<file path="config.mk">
export PLATFORM = sky130hd
export DESIGN_NAME = tcce_ctrl
export DESIGN_NICKNAME = d
export VERILOG_FILES = /design/src/design/tcce_pkg.sv /design/src/design/tcce_ctrl.sv
export SDC_FILE = /design/constraint.sdc
export NUM_CORES = 1
export LEC_CHECK = 0
export BUFFER_PORTS_ARGS = -buffer_cell sky130_fd_sc_hd__buf_2
export CAP_MARGIN = 25
export CORE_AREA = 2 2 39 41
export CTS_CLUSTER_DIAMETER = 100
export CTS_CLUSTER_SIZE = 12
export DETAILED_ROUTE_END_ITERATION = 16
export DIE_AREA = 0 0 41 43
export GPL_ROUTABILITY_DRIVEN = 0
export MAX_ROUTING_LAYER = met4
export SYNTH_ARGS = -nofsm -noshare
export SYNTH_HDL_FRONTEND = slang
export SYNTH_SLANG_ARGS = --single-unit
export TNS_END_PERCENT = 10
</file>
<file path="constraint.sdc">
create_clock -name clk -period 2 [get_ports clk]
set_clock_uncertainty 0.15 [all_clocks]
set_input_delay 0.6 -clock clk [delete_from_list [all_inputs] [get_ports clk]]
set_output_delay 0.6 -clock clk [all_outputs]
set_load 0.05 [all_outputs]
</file>
<file path="src/design/tcce_pkg.sv">
`default_nettype none

package tcce_pkg;

	// default geometry
	localparam int COLUMNS_DEF   = 80;
	localparam int ROWS_DEF      = 25;
	localparam int TAB_WIDTH_DEF = 8;

	// field widths of the item channels
	localparam int CMD_W   = 2;
	localparam int CODE_W  = 8;
	localparam int DIR_W   = 2;
	localparam int CADDR_W = 11;
	localparam int CIDX_W  = 11;
	localparam int CCOL_W  = 7;
	localparam int CROW_W  = 5;
	localparam int CELL_W  = 16;

	// command codes
	localparam logic [CMD_W-1:0] CMD_PUT   = 2'd0;
	localparam logic [CMD_W-1:0] CMD_ARROW = 2'd1;
	localparam logic [CMD_W-1:0] CMD_CLEAR = 2'd2;
	localparam logic [CMD_W-1:0] CMD_READ  = 2'd3;

	// arrow directions
	localparam logic [DIR_W-1:0] DIR_LEFT  = 2'd0;
	localparam logic [DIR_W-1:0] DIR_RIGHT = 2'd1;
	localparam logic [DIR_W-1:0] DIR_UP    = 2'd2;
	localparam logic [DIR_W-1:0] DIR_DOWN  = 2'd3;

	// character codes
	localparam logic [CODE_W-1:0] CODE_BS    = 8'h08;
	localparam logic [CODE_W-1:0] CODE_TAB   = 8'h09;
	localparam logic [CODE_W-1:0] CODE_LF    = 8'h0A;
	localparam logic [CODE_W-1:0] CODE_CR    = 8'h0D;
	localparam logic [CODE_W-1:0] BLANK_CHAR = 8'h20;

	// configuration register
	localparam logic [7:0] ATTR_RESET = 8'h0F;
	localparam logic       REG_ATTR   = 1'b0;
	localparam int         PADDR_W    = 3;

	// prompt written after a line feed
	localparam int PROMPT_LEN   = 6;
	localparam int PROMPT_IDX_W = 3;

	typedef struct packed {
		logic [CMD_W-1:0]   cmd;
		logic [CODE_W-1:0]  char_code;
		logic [DIR_W-1:0]   direction;
		logic [CADDR_W-1:0] cell_address;
	} in_item_t;

	typedef struct packed {
		logic [CIDX_W-1:0] cursor_index;
		logic [CCOL_W-1:0] cursor_col;
		logic [CROW_W-1:0] cursor_row;
		logic [CELL_W-1:0] cell_data;
		logic              scrolled;
	} out_item_t;

	typedef enum logic [2:0] {
		ST_INIT,
		ST_IDLE,
		ST_PROMPT,
		ST_SCROLL,
		ST_CLEAR,
		ST_FINISH
	} ctrl_state_t;

	typedef enum logic [1:0] {
		OP_NONE,
		OP_EXEC,
		OP_PROMPT,
		OP_SWEEP
	} dp_op_t;

	typedef struct packed {
		dp_op_t op;
		logic   sweep_copy;
		logic   sweep_reset_blank;
		logic   load_out;
	} dp_cmd_t;

	typedef struct packed {
		logic need_scroll;
		logic start_prompt;
		logic start_clear;
		logic prompt_last;
		logic sweep_done;
	} dp_status_t;

	function automatic logic [CODE_W-1:0] prompt_char(input logic [PROMPT_IDX_W-1:0] idx);
		logic [CODE_W-1:0] c;
		case (idx)
			3'd0: c = 8'h75;
			3'd1: c = 8'h73;
			3'd2: c = 8'h65;
			3'd3: c = 8'h72;
			3'd4: c = 8'h3A;
			default: c = BLANK_CHAR;
		endcase
		return c;
	endfunction

endpackage

`default_nettype wire

</file>
<file path="src/design/tcce_ctrl.sv">
`default_nettype none

module tcce_ctrl (
	input  wire logic                 clk,
	input  wire logic                 arst_n,
	input  wire logic                 req_valid,
	output logic                      req_stall,
	output logic                      rsp_valid,
	input  wire logic                 rsp_stall,
	input  wire tcce_pkg::dp_status_t status,
	output tcce_pkg::dp_cmd_t         cmd
);

	tcce_pkg::ctrl_state_t state_q, state_d;
	logic                  out_valid_q;
	logic                  resume_prompt_q, resume_d;

	assign req_stall = (state_q != tcce_pkg::ST_IDLE);
	assign rsp_valid = out_valid_q;

	// state and result valid registers
	always_ff @(posedge clk or negedge arst_n) begin
		if (!arst_n) begin
			state_q         <= tcce_pkg::ST_INIT;
			out_valid_q     <= 1'b0;
			resume_prompt_q <= 1'b0;
		end else begin
			state_q         <= state_d;
			out_valid_q     <= cmd.load_out || (out_valid_q && rsp_stall);
			resume_prompt_q <= resume_d;
		end
	end

	// next state and datapath commands
	always_comb begin
		state_d               = state_q;
		resume_d              = resume_prompt_q;
		cmd.op                = tcce_pkg::OP_NONE;
		cmd.sweep_copy        = 1'b0;
		cmd.sweep_reset_blank = 1'b0;
		cmd.load_out          = 1'b0;
		case (state_q)
			tcce_pkg::ST_INIT: begin
				cmd.op                = tcce_pkg::OP_SWEEP;
				cmd.sweep_reset_blank = 1'b1;
				if (status.sweep_done) begin
					state_d = tcce_pkg::ST_IDLE;
				end
			end
			tcce_pkg::ST_IDLE: begin
				if (req_valid) begin
					cmd.op   = tcce_pkg::OP_EXEC;
					resume_d = status.start_prompt;
					if (status.start_clear) begin
						state_d = tcce_pkg::ST_CLEAR;
					end else if (status.need_scroll) begin
						state_d = tcce_pkg::ST_SCROLL;
					end else if (status.start_prompt) begin
						state_d = tcce_pkg::ST_PROMPT;
					end else begin
						state_d = tcce_pkg::ST_FINISH;
					end
				end
			end
			tcce_pkg::ST_PROMPT: begin
				cmd.op   = tcce_pkg::OP_PROMPT;
				resume_d = !status.prompt_last;
				if (status.need_scroll) begin
					state_d = tcce_pkg::ST_SCROLL;
				end else if (status.prompt_last) begin
					state_d = tcce_pkg::ST_FINISH;
				end
			end
			tcce_pkg::ST_SCROLL: begin
				cmd.op         = tcce_pkg::OP_SWEEP;
				cmd.sweep_copy = 1'b1;
				if (status.sweep_done) begin
					state_d = resume_prompt_q ? tcce_pkg::ST_PROMPT : tcce_pkg::ST_FINISH;
				end
			end
			tcce_pkg::ST_CLEAR: begin
				cmd.op = tcce_pkg::OP_SWEEP;
				if (status.sweep_done) begin
					state_d = tcce_pkg::ST_FINISH;
				end
			end
			tcce_pkg::ST_FINISH: begin
				if (!out_valid_q || !rsp_stall) begin
					cmd.load_out = 1'b1;
					state_d      = tcce_pkg::ST_IDLE;
				end
			end
			default: begin
				state_d = tcce_pkg::ST_IDLE;
			end
		endcase
	end

	// a new result never overwrites one still waiting
	a_load_free: assert property (@(posedge clk) disable iff (!arst_n)
		cmd.load_out |-> (!out_valid_q || !rsp_stall))
		else $error("result register overwritten while stalled");

	// the power-on clearing pass runs to its end
	a_init_done: assert property (@(posedge clk) disable iff (!arst_n)
		$fell(state_q == tcce_pkg::ST_INIT) |-> $past(status.sweep_done))
		else $error("left clearing pass early");

	// prompt resume is only pending around a line feed
	a_resume: assert property (@(posedge clk) disable iff (!arst_n)
		resume_prompt_q |-> (state_q == tcce_pkg::ST_SCROLL || state_q == tcce_pkg::ST_PROMPT))
		else $error("stale prompt resume");

endmodule

`default_nettype wire

</file>
==> results of run 1 <==
[per-stage QoR]
stage          cell area, um^2  hold slack (ns)  utilization [%]
2_1_floorplan              432            0.154                -
3_3_place_gp               558            0.268             40.3
3_5_place_dp               558            0.267             40.3
4_1_cts                    597          0.00370             43.1
5_1_grt                    683            0.407             49.4
6_report                   683            0.381             49.4
[where the power goes]
group	internal [mW]	switching (mW)	leakage, nW
Clock	0.0755	0.0427	0.0150
Sequential	0.148	0.0591	0.0607
Combinational	0.383	0.522	0.226
Total	0.607	0.623	0.302
[state kept, by name, indices dropped and copies added, names as in the netlist]
signal	count
state_q	3
resume_prompt_q	1
rsp_valid	1
[final timing paths]
kind                       cells past startpoint  slack (ns)          to
max reg2reg                                    5        0.28  state_q[0]
max in group asynchronous                      2        1.02  state_q[2]
min reg2reg                                    2        0.38   rsp_valid
min                                            2        0.38   rsp_valid
max                                            4        0.02      cmd[0]
min in group asynchronous                      2        0.54   rsp_valid
[synthesized netlist by cell type, types with 2 or more instances]
library cell,number,share of area [%]
inv_1,3,2.6
nor2b_1,3,4.4
a21oi_1,6,7.0
o211ai_1,2,3.5
nand2_1,5,4.4
dfrtp_1,5,29
buf_2,2,2.3
nor2_1,2,1.8
o21ai_0,3,3.5
a32o_1,2,4.7
nor3_1,2,2.3
[per-layer routing]
layer,up-vias,wire length (um),global-route usage [%]
met5,-,0,-
met4,0,8,6.00
met3,2,72,7.85
met2,19,573,21.3
met1,237,472,17.5
li1,242,-,-
[kinds of logic (layout without fill, tap and decap cells)]
logic type / after synthesis / after routing / share of synthesized area (%)
AO/OA/AOI/OAI: 21 / 21 / 37.0
buffers and inverters: 6 / 34 / 7.62
flip-flops: 5 / 5 / 29.3
multiplexers: 1 / 1 / 2.35
AND/OR/NAND/NOR: 17 / 17 / 23.8
[worst max-delay path, stage by stage, from the launching register on]
cell and delay (ns):
dfrtp_1 0.38, and2b_2 0.26, nand2_2 0.06, a21oi_2 0.12
buf_6 0.17
[layout by cell type (no fill, tap or decap)]
cell type      synthesis  final
nor3_4                 1      1
o211ai_1               2      2
a31oi_1                1      1
clkbuf_1               0      1
a21oi_1                6      3
mux2i_1                1      1
clkbuf_4               0      3
o21bai_1               1      1
a21oi_2                1      4
o22ai_1                1      1
nor3_2                 0      1
inv_1                  3      3
o211ai_4               1      1
nor3_1                 2      1
and2b_2                0      1
o32a_1                 1      1
nor2_2                 0      1
dfrtp_1                5      3
nand3_1                1      1
nor2b_4                0      1
buf_6                  1      5
nand2b_1               1      1
buf_4                  0     11
or3b_4                 1      1
a32o_1                 2      2
o2bb2ai_1              1      1
dfrtp_2                0      2
a41oi_1                1      1
nand2_2                0      1
buf_2                  2     10
nand2_1                5      4
nor2b_1                3      2
o21ai_0                3      3
nor2_1                 2      1
dlygate4sd3_1          0      1
[repair_timing]
item | 4_1_cts | 5_1_grt
setup buffers | 0 | 4
gates resized for setup | 6 | 15
pin swaps | 0 | 2
endpoints found under the setup margin | 4 | 5
endpoints found under the hold margin | 0 | 3
hold buffers | 0 | 1
[cell type report]
| cell class | instances | share of cell area [%] |
|---|---|---|
| Multi-Input combinational cell | 39 | 43.8 |
| Timing Repair Buffer | 27 | 29.1 |
| Sequential cell | 5 | 18.7 |
| Clock buffer | 4 | 3.85 |
| Tap cell | 16 | 2.93 |
| Inverter | 3 | 1.65 |
==> impl_metrics.yaml, run 1 <==
timing:
  tns_ns: 0
  setup_violations: 0
  tightest_slew_ns: 0.280
  grt_setup_unrepaired: "true"
  hold_viol: 0
  max-slew-margin-rel_pct: 81.2
  final-max-slew-violation-count: 0
  setup_slack_ns: 0.0204
  post-route-min-period_ns: 1.98
  max_freq_ghz: 0.505
  finalCritPeriodShare_pct: 99.0
layout:
  ff_latch_area_um2: 128
  multi_input_area_um2: 299
  area_delta_synth_final_pct: 60.1
  fill_cells: 147
  finalNonFillerCells: 94
  drive_gt1_share_pct: 55.1
  fin_nets: 88
  antenna_cells: 0
placed_design:
  portBuffers: 15
  pre_cts_slack_ns: 0.108
  dp_hpwl_um: 808
  dp.cells: 85
logic_synthesis:
  syn_inst: 50
  synth_edf_count: 0
  yosysUniqueCellTypes: 26
  avgSynthCellArea_um2: 8.53
  ys_seq_area_share_pct: 29.3
  yosys_warnings: 0
  yosys_register_bits: 5
  synth.net_count: 59
  synthesis.area_um2: 427
  synthArstFlopShare_pct: 100
  ys.flop_type: "dfrtp_1"
power:
  p_per_area_nw_per_um2: 1800
  cellLeakagePower_nw: 0.302
  finalPower_mw: 1.23
  peakVddDrop_mv: 0.616
critical_path:
  critPathArrivalTime_ns: 1.23
  crit_required_ns: 1.25
  worstPathMaxFanout: 3
  crit_path_start: "state_q[1]"
  endpoint_kind: "output port"
  worstSetupPathType: "register to output port"
  critPathLaunchType: "register"
  timing.rr.start: "state_q[0]"
cts:
  insertion_delay_ns: 0.24
  cts.reportedPaths.clkPinSlew_ns: 0.04
  cts_sinks: 5
  cts_tree: "yes"
  htreeDepth: 1
  clockBufferDepth: 2
  cts_buffers: 3
  clock-root-buffer: "clkbuf_4"
grt:
  grt_pass1_vias: 420
  antenna_found_initial: 0
  grt_pass1_wl_um: 1690
  globalRouteOverflowTotal: 0
  grt_use_total_pct: 15.1
  grt_start_max_net_pins: 12
die:
  num_io_pins: 16
  die_x_um: 41
  dieArea_um2: 1760
  initial_core_util_pct: 30.8
  core_um2: 1380
  num_rows: 14
  die_h_um: 43
routing:
  vias: 500
  routed_wl_um: 1130
  via_per_inst: 5.32
  drcViolationCount: 0
  antenna_left: 0
  drt_iter0_markers: 11
  route.detailed.wl_per_inst_um: 12.0
  dr.pass1.iters: 4
min_path:
  hp-start: "rsp_valid"
  min_path_type: "register to register"
run:
  cap_violations: 0
status:
  run_status: "finished clean"
No activity file was read; power rests on OpenSTA's default activity.
==> run 2: changes to the inputs <==
==> constraint.sdc (replaced) <==
create_clock -name clk -period 2 [get_ports clk]
set_clock_uncertainty 0.15 [all_clocks]
set_input_delay 0.3 -clock clk [delete_from_list [all_inputs] [get_ports clk]]
set_output_delay 0.3 -clock clk [all_outputs]
set_load 0.05 [all_outputs]
==> impl_metrics.yaml, run 2 (synthesis results as in run 1) <==
status:
  run_status: "finished clean"
routing:
  drt_iter0_markers: 8
  drcViolationCount: 0
  routed.top_layer: "met3"
  routed_wl_um: 948
  route.detailed.wl_per_inst_um: 11.4
  m1WireLength_um: 460
  vias: 436
  dr_wl_met3_um: 95
  antenna_left: 0
  dr.pass1.iters: 4
  via_per_inst: 5.25
  dr_wl_met2_um: 393
layout:
  final_common_cell: "buf_2"
  fill_cells: 147
  largest_reg_flops: 3
  final_cell_mix: "buf_2, a21oi_1, nand2_1"
  finalNonFillerCells: 83
  antenna_cells: 0
  area_delta_synth_final_pct: 28.4
  postLayoutCoreUtil_pct: 39.6
  regMostFlops: "state_q"
  drive_gt1_share_pct: 38.8
  fin_nets: 77
cts:
  insertion_delay_ns: 0.24
  cts.reportedPaths.clkPinSlew_ns: 0.04
  post_cts_buffers: 0
  cts_buffers: 3
  cts_sinks: 5
  clockBufferDepth: 2
  cts_tree: "yes"
  clock-root-buffer: "clkbuf_4"
  htreeDepth: 1
grt:
  grt_pass1_wl_um: 1510
  globalRouteOverflowTotal: 0
  grt_start_max_net_pins: 13
  grt_use_total_pct: 13.3
  antenna_found_initial: 0
  grt_pass1_vias: 343
timing:
  finalCritPeriodShare_pct: 94.9
  setup_slack_ns: 0.102
  whs_ns: 0.142
  final-max-slew-violation-count: 0
  hold_viol: 0
  grt_setup_unrepaired: "false"
  max_freq_ghz: 0.527
  tns_ns: 0
  setup_violations: 0
  post-route-min-period_ns: 1.90
  tightest_slew_ns: 0.417
  max-slew-margin-rel_pct: 72.2
power:
  cellLeakagePower_nw: 0.240
  p_per_area_nw_per_um2: 1780
  peakVddDrop_mv: 0.923
die:
  initial_core_util_pct: 30.8
  die_x_um: 41
  num_io_pins: 16
  dieArea_um2: 1760
  die_h_um: 43
  core_um2: 1380
  num_rows: 14
critical_path:
  timing.rr.start: "state_q[2]"
  critPathLaunchType: "register"
  cpLargestDelayFamily: "flip-flops"
  crit_required_ns: 1.55
  path_buf_inv: 1
  critPathArrivalTime_ns: 1.45
  rr_endpoint: "state_q[0]"
  worstSetupPathType: "register to output port"
  worstPathMaxFanout: 12
  reg2regPathDepth: 4
  endpoint_kind: "output port"
  rrSetupSlack_ns: 0.28
  cpPeakStageDelay_ns: 0.52
  critPathSlowestCell: "dfrtp_1"
  cp_cell_sequence: "nand2b_1, nor2_1, buf_2"
min_path:
  min_path_type: "input port to register"
  hold_end: "rsp_valid"
  hp-start: "rsp_stall"
  hold-path-cell-count: 3
placed_design:
  pre_cts_slack_ns: 0.266
  dp.cells: 78
  portBuffers: 15
  dp_hpwl_um: 707
run:
  cap_violations: 0
[run 2: cell count changes in the layout (fill, tap and decap cells not counted)]
| cell | before | now |
|---|---|---|
| buf_4 | 11 | 1 |
| buf_6 | 5 | 0 |
| buf_2 | 10 | 14 |
| a21oi_1 | 3 | 6 |
| a21oi_2 | 4 | 1 |
| nand2_1 | 4 | 5 |
| nand2_2 | 1 | 0 |
| nor2_1 | 1 | 2 |
| nor2_2 | 1 | 0 |
| nor2b_1 | 2 | 3 |
| nor2b_4 | 1 | 0 |
[run 2: repair_timing]
action / 4_1_cts / 5_1_grt
resized for setup: 0 / 5
endpoints found under the hold margin: 5 / 0
endpoints found under the setup margin: 0 / 1
hold buffers: 1 / 0
[run 2: worst min-delay path, cell delays in order]
cell and delay [ns]:
buf_2 0.10, nand2_1 0.05, nand2_1 0.05
[run 2: final cells by class]
class / instances / area, um^2 / area share, %
multi-input cells: 39 / 275 / 50.2
flip-flops and latches: 5 / 128 / 23.3
repair buffers: 16 / 87.6 / 16.0
clock buffers: 4 / 26.3 / 4.79
well taps: 16 / 20.0 / 3.65
inverters: 3 / 11.3 / 2.05
[run 2: worst max path at each step]
stage | startpoint | endpoint | slack, ns | cells past startpoint
finish | state_q[2] | cmd[2] | 0.10 | 3
global route | state_q[2] | cmd[2] | 0.02 | 3
CTS | state_q[1] | cmd[0] | 0.006 | 4
detailed placement | state_q[1] | cmd[0] | 0.27 | 4
global placement | state_q[1] | cmd[0] | 0.30 | 4
floorplan | state_q[0] | cmd[0] | 0.06 | 4
[run 2: power breakdown]
part           total (mW)  switching, mW  internal (mW)
clock               0.114         0.0388         0.0753
combinational       0.628          0.421          0.207
sequential          0.234         0.0867          0.147
total               0.975          0.547          0.429
[run 2: stage by stage]
stage / total power [mW] / area [um^2]
after floorplan: 0.752 / 432
after global placement: 0.852 / 505
after detailed placement: 0.849 / 505
after CTS: 0.973 / 542
after global routing: 1.05 / 548
final: 0.975 / 548
[run 2: metal layers]
| metal | vias up | global-route usage [%] |
|---|---|---|
| met3 | 0 | 7.85 |
| met5 | - | - |
| met4 | 0 | 5.33 |
| met2 | 21 | 14.1 |
| met1 | 194 | 19.7 |
| li1 | 221 | - |
==> run 3: changes to the inputs <==
- ABC_AREA: unset -> 1
==> impl_metrics.yaml, run 3 <==
cts:
  clockBufferDepth: 2
  post_cts_buffers: 0
  cts_buffers: 3
  htreeDepth: 1
  cts.reportedPaths.clkPinSlew_ns: 0.05
  insertion_delay_ns: 0.25
  cts_sinks: 5
  cts_tree: "yes"
  clock-root-buffer: "clkbuf_4"
logic_synthesis:
  synthArstFlopShare_pct: 100
  synth.most_common_cell: "nand2_1"
  yosys-top-cells-count: "nand2_1, nor2_1, inv_1"
  yosysUniqueCellTypes: 10
  yosys_warnings: 0
  synth_top_area_share_pct: 31.4
  synth_edf_count: 0
  avgSynthCellArea_um2: 5.60
  ys.flop_type: "dfrtp_1"
  synthesis.area_um2: 398
  syn_inst: 71
  yosys_register_bits: 5
  ys_seq_area_share_pct: 31.4
  synth_area_leaders: "dfrtp_1, nand2_1, nor2_1"
  synth.net_count: 80
  synth_top_area_cell: "dfrtp_1"
critical_path:
  critPathLaunchType: "register"
  critPathArrivalTime_ns: 1.44
  worstPathMaxFanout: 6
  rrSetupSlack_ns: 0.56
  endpoint_kind: "output port"
  critPathSlowestCell: "dfrtp_1"
  path_common_cell: "inv_1"
  timing.rr.start: "state_q[2]"
  rr_endpoint: "state_q[1]"
  reg2regPathDepth: 7
  crit_required_ns: 1.55
  cpPeakStageDelay_ns: 0.41
  worstSetupPathType: "register to output port"
  cp_cell_sequence: "inv_1, nand3_2, inv_1, nand2_1, nand3_1, buf_2"
routing:
  m1WireLength_um: 436
  antenna_left: 0
  vias: 479
  dr.pass1.iters: 4
  route.detailed.wl_per_inst_um: 8.46
  dr_wl_met3_um: 37
  routed.top_layer: "met4"
  dr_wl_met2_um: 413
  routed_wl_um: 905
  drcViolationCount: 0
  drt_iter0_markers: 10
  via_per_inst: 4.48
power:
  cellLeakagePower_nw: 0.339
  peakVddDrop_mv: 0.474
  p_switching_uw: 580
  p_per_area_nw_per_um2: 1800
  p_sw_share_pct: 59.9
  combPwrFrac_pct: 66.8
  internal-power_uw: 388
  power_frac_seq_pct: 20.6
  finalPower_uw: 968
  clockPowerShare_pct: 12.5
min_path:
  min_path_type: "input port to register"
  hold_end: "rsp_valid"
  hold-path-cell-count: 3
  hp-start: "rsp_stall"
placed_design:
  dp.cells: 102
  portBuffers: 15
  dp_hpwl_um: 743
  pre_cts_slack_ns: 0.379
grt:
  grt_pass1_vias: 387
  grt_use_total_pct: 12.7
  antenna_found_initial: 0
  grt_pass1_wl_um: 1470
  globalRouteOverflowTotal: 0
  grt_start_max_net_pins: 8
status:
  run_status: "finished clean"
run:
  cap_violations: 0
layout:
  antenna_cells: 0
  regMostFlops: "state_q"
  final_common_cell: "nand2_1"
  finalNonFillerCells: 107
  fin_nets: 101
  drive_gt1_share_pct: 23.1
  largest_reg_flops: 3
  final_cell_mix: "nand2_1, nor2_1, buf_2"
  area_delta_synth_final_pct: 35.5
die:
  core_um2: 1380
  initial_core_util_pct: 28.8
  num_io_pins: 16
  num_rows: 14
  die_x_um: 41
  dieArea_um2: 1760
  die_h_um: 43
timing:
  setup_violations: 0
  hold_viol: 0
  finalCritPeriodShare_pct: 94.3
  max_freq_ghz: 0.530
  tightest_slew_ns: 0.248
  tns_ns: 0
  whs_ns: 0.134
  final-max-slew-violation-count: 0
  setup_slack_ns: 0.113
  grt_setup_unrepaired: "false"
  post-route-min-period_ns: 1.89
  max-slew-margin-rel_pct: 83.6
-- run 3: worst max path at each step --
stage / startpoint / end / slack [ns]
5_1_grt: state_q[2] / cmd[3] / 0.007
4_1_cts: state_q[2] / cmd[3] / 0.11
2_1_floorplan: state_q[2] / cmd[3] / 0.13
6_report: state_q[2] / cmd[3] / 0.11
3_3_place_gp: state_q[2] / cmd[3] / 0.41
3_5_place_dp: state_q[2] / cmd[3] / 0.38
-- run 3: cells by family after synthesis --
group	Yosys count	synth area share, %
compound gates	5	6.92
flops	5	31.4
simple gates	51	52.2
buf+inv	10	9.43
-- run 3: final cells by class --
| cell class | count | area [um^2] |
|---|---|---|
| tap | 16 | 20.0 |
| timing repair buffer | 16 | 85.1 |
| sequential | 5 | 125 |
| multi-input combinational | 56 | 245 |
| clock buffer | 4 | 26.3 |
| fill | 163 | 845 |
| inverter | 10 | 37.5 |
-- run 3: power groups by stage --
stage                     registers [mW]  logic [mW]  clock network (mW)
after floorplan                    0.217       0.495                   0
after global placement             0.195       0.652                   0
after detailed placement           0.196       0.649                   0
after CTS                          0.195       0.651               0.122
after global routing               0.208       0.712               0.128
final                              0.200       0.647               0.121
-- run 3: layer usage --
layer,vias to the layer above,global-route usage [%]
met5,-,-
met4,0,10.0
met3,3,1.57
met2,8,15.6
met1,208,17.8
li1,260,-
-- run 3: timing repair --
item	4_1_cts	5_1_grt
endpoints found under the hold margin	5	0
setup endpoints to repair	0	1
gates resized for setup	0	1
hold buffers	1	0
-- run 3: through the flow --
step	area, um^2	util [%]
detailed placement	498	36.0
finish	539	39.0
global route	539	39.0
CTS	534	38.6
global placement	498	36.0
floorplan	403	-
-- run 3: worst max-delay path, delay by kind of cell (launching register included) --
family / cells / cell delay (ns)
buf+inv: 3 / 0.53
flops: 1 / 0.41
simple gates: 3 / 0.25
